`config.mk`:
```
export PLATFORM = sky130hd
export DESIGN_NAME = dfr_ctrl
export DESIGN_NICKNAME = d
export VERILOG_FILES = /design/src/dfr_pkg.sv /design/src/dfr_ctrl.sv
export SDC_FILE = /design/constraint.sdc
export NUM_CORES = 1
export LEC_CHECK = 0
export BUFFER_PORTS_ARGS = -buffer_cell sky130_fd_sc_hd__clkbuf_2
export CORE_AREA = 3 3 40 42
export DETAILED_ROUTE_END_ITERATION = 6
export DIE_AREA = 0 0 43 45
export SLEW_MARGIN = 20
export SYNTH_ARGS = -nofsm -noshare
export SYNTH_HDL_FRONTEND = slang
export SYNTH_SLANG_ARGS = --single-unit
```
`constraint.sdc`:
```
create_clock -name clk -period 2.5 [get_ports clk]
set_input_delay 0.125 -clock clk [delete_from_list [all_inputs] [get_ports clk]]
set_output_delay 0.125 -clock clk [all_outputs]
set_load 0.01 [all_outputs]
```
`src/dfr_pkg.sv`:
```
// shared types and constants for the datagram frame reassembly core
// no dependencies

package dfr_pkg;

	localparam int SLOT_TOTAL   = 8;
	localparam int SLOT_W       = $clog2(SLOT_TOTAL);
	localparam int MAX_PACKETS  = 1024;
	localparam int SLOT_BYTES   = 1048576;
	localparam int HEADER_BYTES = 16;
	localparam int CHUNK_LIMIT  = 65000;
	localparam int MAX_DATAGRAM = 1500;
	localparam int CHUNK_W      = 16;
	localparam int WORD_BITS    = 64;

	localparam int STAT_W = 3;
	localparam logic [STAT_W-1:0] ST_STORED    = 3'd0;
	localparam logic [STAT_W-1:0] ST_DUPLICATE = 3'd1;
	localparam logic [STAT_W-1:0] ST_BAD_HDR   = 3'd2;
	localparam logic [STAT_W-1:0] ST_MISMATCH  = 3'd3;
	localparam logic [STAT_W-1:0] ST_OVERFLOW  = 3'd4;

	typedef struct packed {
		logic clear;
		logic capture;
		logic eval;
		logic take;
		logic wipe;
		logic look;
		logic bits;
		logic load;
	} dfr_cmd_t;

	typedef struct packed {
		logic clear_last;
		logic wipe_last;
		logic bad;
		logic take;
		logic reject;
		logic out_full;
	} dfr_stat_t;

endpackage

```
`src/dfr_ctrl.sv`:
```
// controller state machine for the reassembly core
// depends on dfr_pkg

module dfr_ctrl import dfr_pkg::*; (
	input  logic      clk,
	input  logic      arst_n,
	input  logic      in_valid,
	output logic      in_stall,
	input  dfr_stat_t stat,
	output dfr_cmd_t  cmd
);

	typedef enum logic [2:0] {
		S_CLEAR, S_IDLE, S_EVAL, S_TAKE, S_WIPE, S_LOOK, S_BITS, S_FIN
	} state_t;

	state_t state_q;

	assign in_stall = (state_q != S_IDLE);

	always_comb begin
		cmd = '0;
		unique case (state_q)
			S_CLEAR: cmd.clear = 1'b1;
			S_IDLE:  cmd.capture = in_valid;
			S_EVAL:  cmd.eval = 1'b1;
			S_TAKE:  cmd.take = 1'b1;
			S_WIPE:  cmd.wipe = 1'b1;
			S_LOOK:  cmd.look = 1'b1;
			S_BITS:  cmd.bits = 1'b1;
			S_FIN:   cmd.load = !stat.out_full;
			default: cmd = '0;
		endcase
	end

	always_ff @(posedge clk or negedge arst_n) begin
		if (!arst_n) begin
			state_q <= S_CLEAR;
		end else begin
			unique case (state_q)
				S_CLEAR: if (stat.clear_last) state_q <= S_IDLE;
				S_IDLE:  if (in_valid) state_q <= S_EVAL;
				S_EVAL: begin
					if (stat.bad) state_q <= S_FIN;
					else if (stat.take) state_q <= S_TAKE;
					else state_q <= S_LOOK;
				end
				S_TAKE:  state_q <= S_WIPE;
				S_WIPE:  if (stat.wipe_last) state_q <= S_LOOK;
				S_LOOK:  state_q <= stat.reject ? S_FIN : S_BITS;
				S_BITS:  state_q <= S_FIN;
				S_FIN:   if (!stat.out_full) state_q <= S_IDLE;
				default: state_q <= S_CLEAR;
			endcase
		end
	end

endmodule

```
==> results of run 1 <==
metrics by stage:
step           area (µm²)  total power, mW  setup slack, ps  std cells  hold WS, ps
2_1_floorplan         254            0.277             1350         32         -171
3_3_place_gp          334            0.316             1270         61        -74.1
4_1_cts               370            0.413             1000         66          198
3_5_place_dp          334            0.319             1270         61        -76.7
5_1_grt               370            0.454              874         66          237
6_report              370            0.402             1020         66          203
cells in the final DEF (no fill, tap or decap), drive strengths merged, types with 3 or more instances in the layout:
cell,netlist,routed
nor2,3,3
clkbuf,0,21
o21ai,3,3
nor3b,4,4
dfrtp,3,3
nand2,3,3
nor3,4,4
layer usage:
metal,track usage,up-vias
met4,0.0542,0
met1,0.102,131
met3,0.0279,0
met5,0,-
met2,0.126,9
li1,-,157
cells by family after synthesis:
family | Yosys count
AND/OR/NAND/NOR | 17
AO/OA/AOI/OAI | 8
buffers and inverters | 4
flip-flops | 3
final timing paths:
| path | startpoint | cells after the start | endpoint |
|---|---|---|---|
| worst max-delay path | state_q[2]$_DFFE_PN0P_ | 3 | cmd[0] |
| worst min-delay path | stat[2] | 3 | state_q[1]$_DFFE_PN0P_ |
| worst max register to register | state_q[2]$_DFFE_PN0P_ | 3 | state_q[0]$_DFFE_PN0P_ |
| worst min register to register | state_q[2]$_DFFE_PN0P_ | 2 | state_q[2]$_DFFE_PN0P_ |
| max in group asynchronous | arst_n | 2 | state_q[0]$_DFFE_PN0P_ |
| min in group asynchronous | arst_n | 2 | state_q[1]$_DFFE_PN0P_ |
area by class of cell:
type	count	area share
tap	15	0.0507
clock buffer	4	0.0709
sequential	3	0.203
timing repair buffer	18	0.257
inverter	1	0.0101
multi-input combinational	25	0.409
tightest hold or removal path, delay by kind of cell:
| kind | cells | cell delay, ps |
|---|---|---|
| compound gates | 2 | 190 |
| buf+inv | 1 | 80 |
power breakdown:
part | switching [mW] | total, mW | leakage, nW | internal, mW
registers | 0.0675 | 0.138 | 0.0325 | 0.0710
logic | 0.0870 | 0.179 | 0.129 | 0.0917
clock network | 0.0248 | 0.0846 | 0.0150 | 0.0598
total | 0.179 | 0.402 | 0.177 | 0.222
what timing repair did:
item | CTS | global route
hold buffers | 1 | 0
setup buffers | 0 | 0
setup endpoints to repair | 0 | 0
hold endpoints to repair | 3 | 0
resized for setup | 0 | 0
==> out/metrics.cfg, run 1 <==
[status]
status = complete, no violations

[synthesis]
yosys.area.top_type = dfrtp_1
synth.mux.area_fraction = 0
synth_top_cell_area_share = 0.296
synth_adder_area_share = 0
yosysSeqAreaShare = 0.296
synth_area_per_cell_um2 = 7.94
ys_warn_count = 0
synth_common_cells = 4 x nor3_1, 4 x nor3b_1
syn-num-nets = 41
synth-simple-area-share = 0.384
synth_top_family_by_area = simple AND/OR/NAND/NOR gates
synth_edf_count = 0
async_flop_share = 1.00
synth_compound_area_frac = 0.212
ys_ff_latch = 3
post_synth_num_cell_types = 18
ys.flop_type = dfrtp_1
yosys-top-cells-area = dfrtp_1 30%, nor3b_1 12%, nor3_1 7.9%, o21ai_0 5.9%, buf_6 4.4%
synth.cell_area_um2 = 254
synth_xor_area_frac = 0
synthCells = 32

[routing]
dr.first_iter.drc_count = 1
top_layer = met3
firstDrtPassIters = 2
drtAntennaViolNets = 0
wl_met2_um = 318
vias = 297
wl_per_cell_um = 9.73
viasPerCell = 4.50
met3WireLength_um = 28
totalWireLength_um = 642
wl_met1_um = 295
drc = 0

[cells_and_area]
utilization = 0.288
regMostFlops = state_q
multi_input_area_um2 = 151
largest_register_ffs = 3
area_growth_syn_to_layout_pct = 45.8
nets = 61
n_antenna_cell = 0
drive_gt1_frac = 0.431
nFillCells = 161
reg.largest.list = state_q: 3 flops
ff_latch_area_um2 = 75.1

[clock_network]
htreeDepth = 1
cts_buffers = 3
cts_tree = built
cts.clk_slew.worst_paths_ps = 40
clk_path_buf_depth = 2
clock_sinks = 3
cts_root_buf = clkbuf_4
insertion_delay_ps = 230

[run]
maxCapViolCount = 0

[setup_path]
critPathTopFamily = flip-flops
critPathRequiredTime_ps = 2380
start_kind = flip-flop
critPathKind = reg -> out
critPathSlowestCell = dfrtp_1
crit_fanout = 16
arrival_ps = 1350
critPathBufInv = 1
end_kind = primary output
rrSetupSlack_ps = 1270
path_cells = nand2_1 > nor3_1 > clkbuf_2
max_stage_delay_ps = 570

[power_and_ir_drop]
p_per_area_nw_per_um2 = 1080
p_leak_nw = 0.177
ir_drop_mv = 0.334

[place]
dp_hpwl_um = 498
io_buffers = 17
place_congestion = 0.693

[floorplanning]
fp.dieArea_um2 = 1940
rows = 13
coreArea_um2 = 1280
io_pins = 18
initial_core_util = 0.198
die_x_um = 43
die_h_um = 45

[global_routing]
track_usage = 0.0835
grt_pass1_wl_um = 1190
grt_max_degree = 17
grt_overflow = 0
antenna_found_initial = 0
grt_pass1_vias = 287

[timing]
slew_violations = 0
max_freq_mhz = 677
clock_skew_ps = 0.104
rsz0062_at_grt = false
worst_pin_slew_ps = 401
period_share = 0.591
setup_viol = 0
relSlewSlack = 0.733
setup_tns_ps = 0
period_needed_ps = 1480
hold_viol_final = 0

[hold_path]
hp-class = in -> reg

No activity file was read; power rests on OpenSTA's default activity.
==> run 2: changes to the inputs <==
==> constraint.sdc (replaced) <==
create_clock -name clk -period 1.5 [get_ports clk]
set_input_delay 0.075 -clock clk [delete_from_list [all_inputs] [get_ports clk]]
set_output_delay 0.075 -clock clk [all_outputs]
set_load 0.01 [all_outputs]
==> run 2 against run 1 <==
Compared with the run above: non-clock buffer count unchanged; critical path depth unchanged; sequential share of layout area up 0.80 points; highest routed layer unchanged; first-iteration DRC count rose to 9.0 times the previous value; register-to-register slack worse by 930 ps; total power up 68%; sequential cell count unchanged; setup slack worse by 850 ps; wire length down 2.3%; critical path type unchanged; cell count unchanged; largest power group unchanged; count of clock-buffer cells in the layout unchanged; via count unchanged.
==> out/metrics.cfg, run 2 (synthesis results as in run 1) <==
[place]
dp_hpwl_um = 495
placed_area_um2 = 334
placed_cells_incl_taps = 61
place_congestion = 0.768
io_buffers = 17

[timing]
setup_tns_ps = 0
relSlewSlack = 0.819
period_needed_ps = 1320
rsz0062_at_grt = false
clock_skew_ps = 1.53
slew_violations = 0
period_share = 0.883
setup_viol = 0
worst_pin_slew_ps = 269
max_freq_mhz = 755
hold_viol_final = 0

[routing]
firstDrtPassIters = 3
drtAntennaViolNets = 0
viasPerCell = 4.50
drc = 0
totalWireLength_um = 627
dr.first_iter.drc_count = 9
vias = 297
wl_per_cell_um = 9.50

[global_routing]
met3_usage = 0.00398
grt_max_degree = 17
grt_pass1_wl_um = 1110
grt_busiest_layer = met2
track_usage = 0.0735
grt_overflow = 0
grt_pass1_vias = 271
use_met1 = 0.0995
antenna_found_initial = 0
use_met2 = 0.111

[power_and_ir_drop]
power_mw = 0.674
p_per_area_nw_per_um2 = 1800
p_leak_nw = 0.174
ir_drop_mv = 0.595

[hold_path]
hp-class = in -> reg

[clock_network]
htreeDepth = 1
post_cts_buffers = 0
cts_buffers = 3
clk_path_buf_depth = 2
cts_tree = built
clock_sinks = 3
cts_root_buf = clkbuf_4
insertion_delay_ps = 230
cts.clk_slew.worst_paths_ps = 40

[floorplanning]
coreArea_um2 = 1280
die_x_um = 43
io_pins = 18
fp.dieArea_um2 = 1940
initial_core_util = 0.198
die_h_um = 45
rows = 13

[setup_path]
path_cells = inv_1 > nor3_1 > clkbuf_2
critPathBufInv = 2
critPathKind = reg -> out
start_kind = flip-flop
max_stage_delay_ps = 440
critPathSlowestCell = dfrtp_2
arrival_ps = 1250
critPathRequiredTime_ps = 1420
crit_fanout = 10
end_kind = primary output
critPathTopFamily = flip-flops

[cells_and_area]
utilization = 0.291
final_common_cell = clkbuf_2
n_antenna_cell = 0
nets = 61
final_area_um2 = 374
area_growth_syn_to_layout_pct = 47.3
largest_register_ffs = 3
drive_gt1_frac = 0.490
finalNonFillerCells = 66
reg.largest.list = state_q: 3 flops
regMostFlops = state_q
final_cell_mix = 17 x clkbuf_2, 4 x nor3b_1, 4 x nor3_1

[run]
maxCapViolCount = 0

[status]
status = complete, no violations

## run 2: through the flow
stage               setup WS [ps]  hold slack [ps]
floorplan                     350             -221
global placement              257             -127
detailed placement            264             -127
CTS                          45.9              152
global route                 47.4              181
finish                        176              154
## run 2: what timing repair did
action | 4_1_cts | 5_1_grt
hold buffers | 1 | 0
hold endpoints to repair | 3 | 0
gates resized for setup | 0 | 3
endpoints found under the setup margin | 0 | 1
## run 2: area by class of cell
type / count / area, µm²
Clock buffer: 4 / 26.3
Fill cell: 161 / 911
Inverter: 1 / 3.75
Multi-Input combinational cell: 25 / 151
Sequential cell: 3 / 78.8
Tap cell: 15 / 18.8
Timing Repair Buffer: 18 / 95.1
## run 2: worst min-delay path, cell delays in order
cell and delay [ps]:
clkbuf_2 80, o311ai_0 90, o21ai_0 90
## run 2: worst paths after layout
kind	from	to	depth (start not counted)	slack (ps)
worst max-delay path	state_q[0]$_DFFE_PN0P_	cmd[0]	3	180
worst min-delay path	stat[2]	state_q[1]$_DFFE_PN0P_	3	150
worst max register to register	state_q[0]$_DFFE_PN0P_	state_q[2]$_DFFE_PN0P_	3	340
worst min register to register	state_q[2]$_DFFE_PN0P_	state_q[2]$_DFFE_PN0P_	2	670
max in group asynchronous	arst_n	state_q[0]$_DFFE_PN0P_	2	1200
min in group asynchronous	arst_n	state_q[1]$_DFFE_PN0P_	2	180
## run 2: where the power goes
group	internal, mW	switching (mW)	total, mW	leakage [nW]
Combinational	0.153	0.142	0.295	0.129
Clock	0.0994	0.0369	0.136	0.0150
Sequential	0.127	0.116	0.243	0.0301
Total	0.379	0.294	0.674	0.174
## run 2: metal layers
metal	wire length, µm	vias up
met1	283	132
met5	0	-
met4	0	0
met2	315	9
met3	28	0
li1	-	156
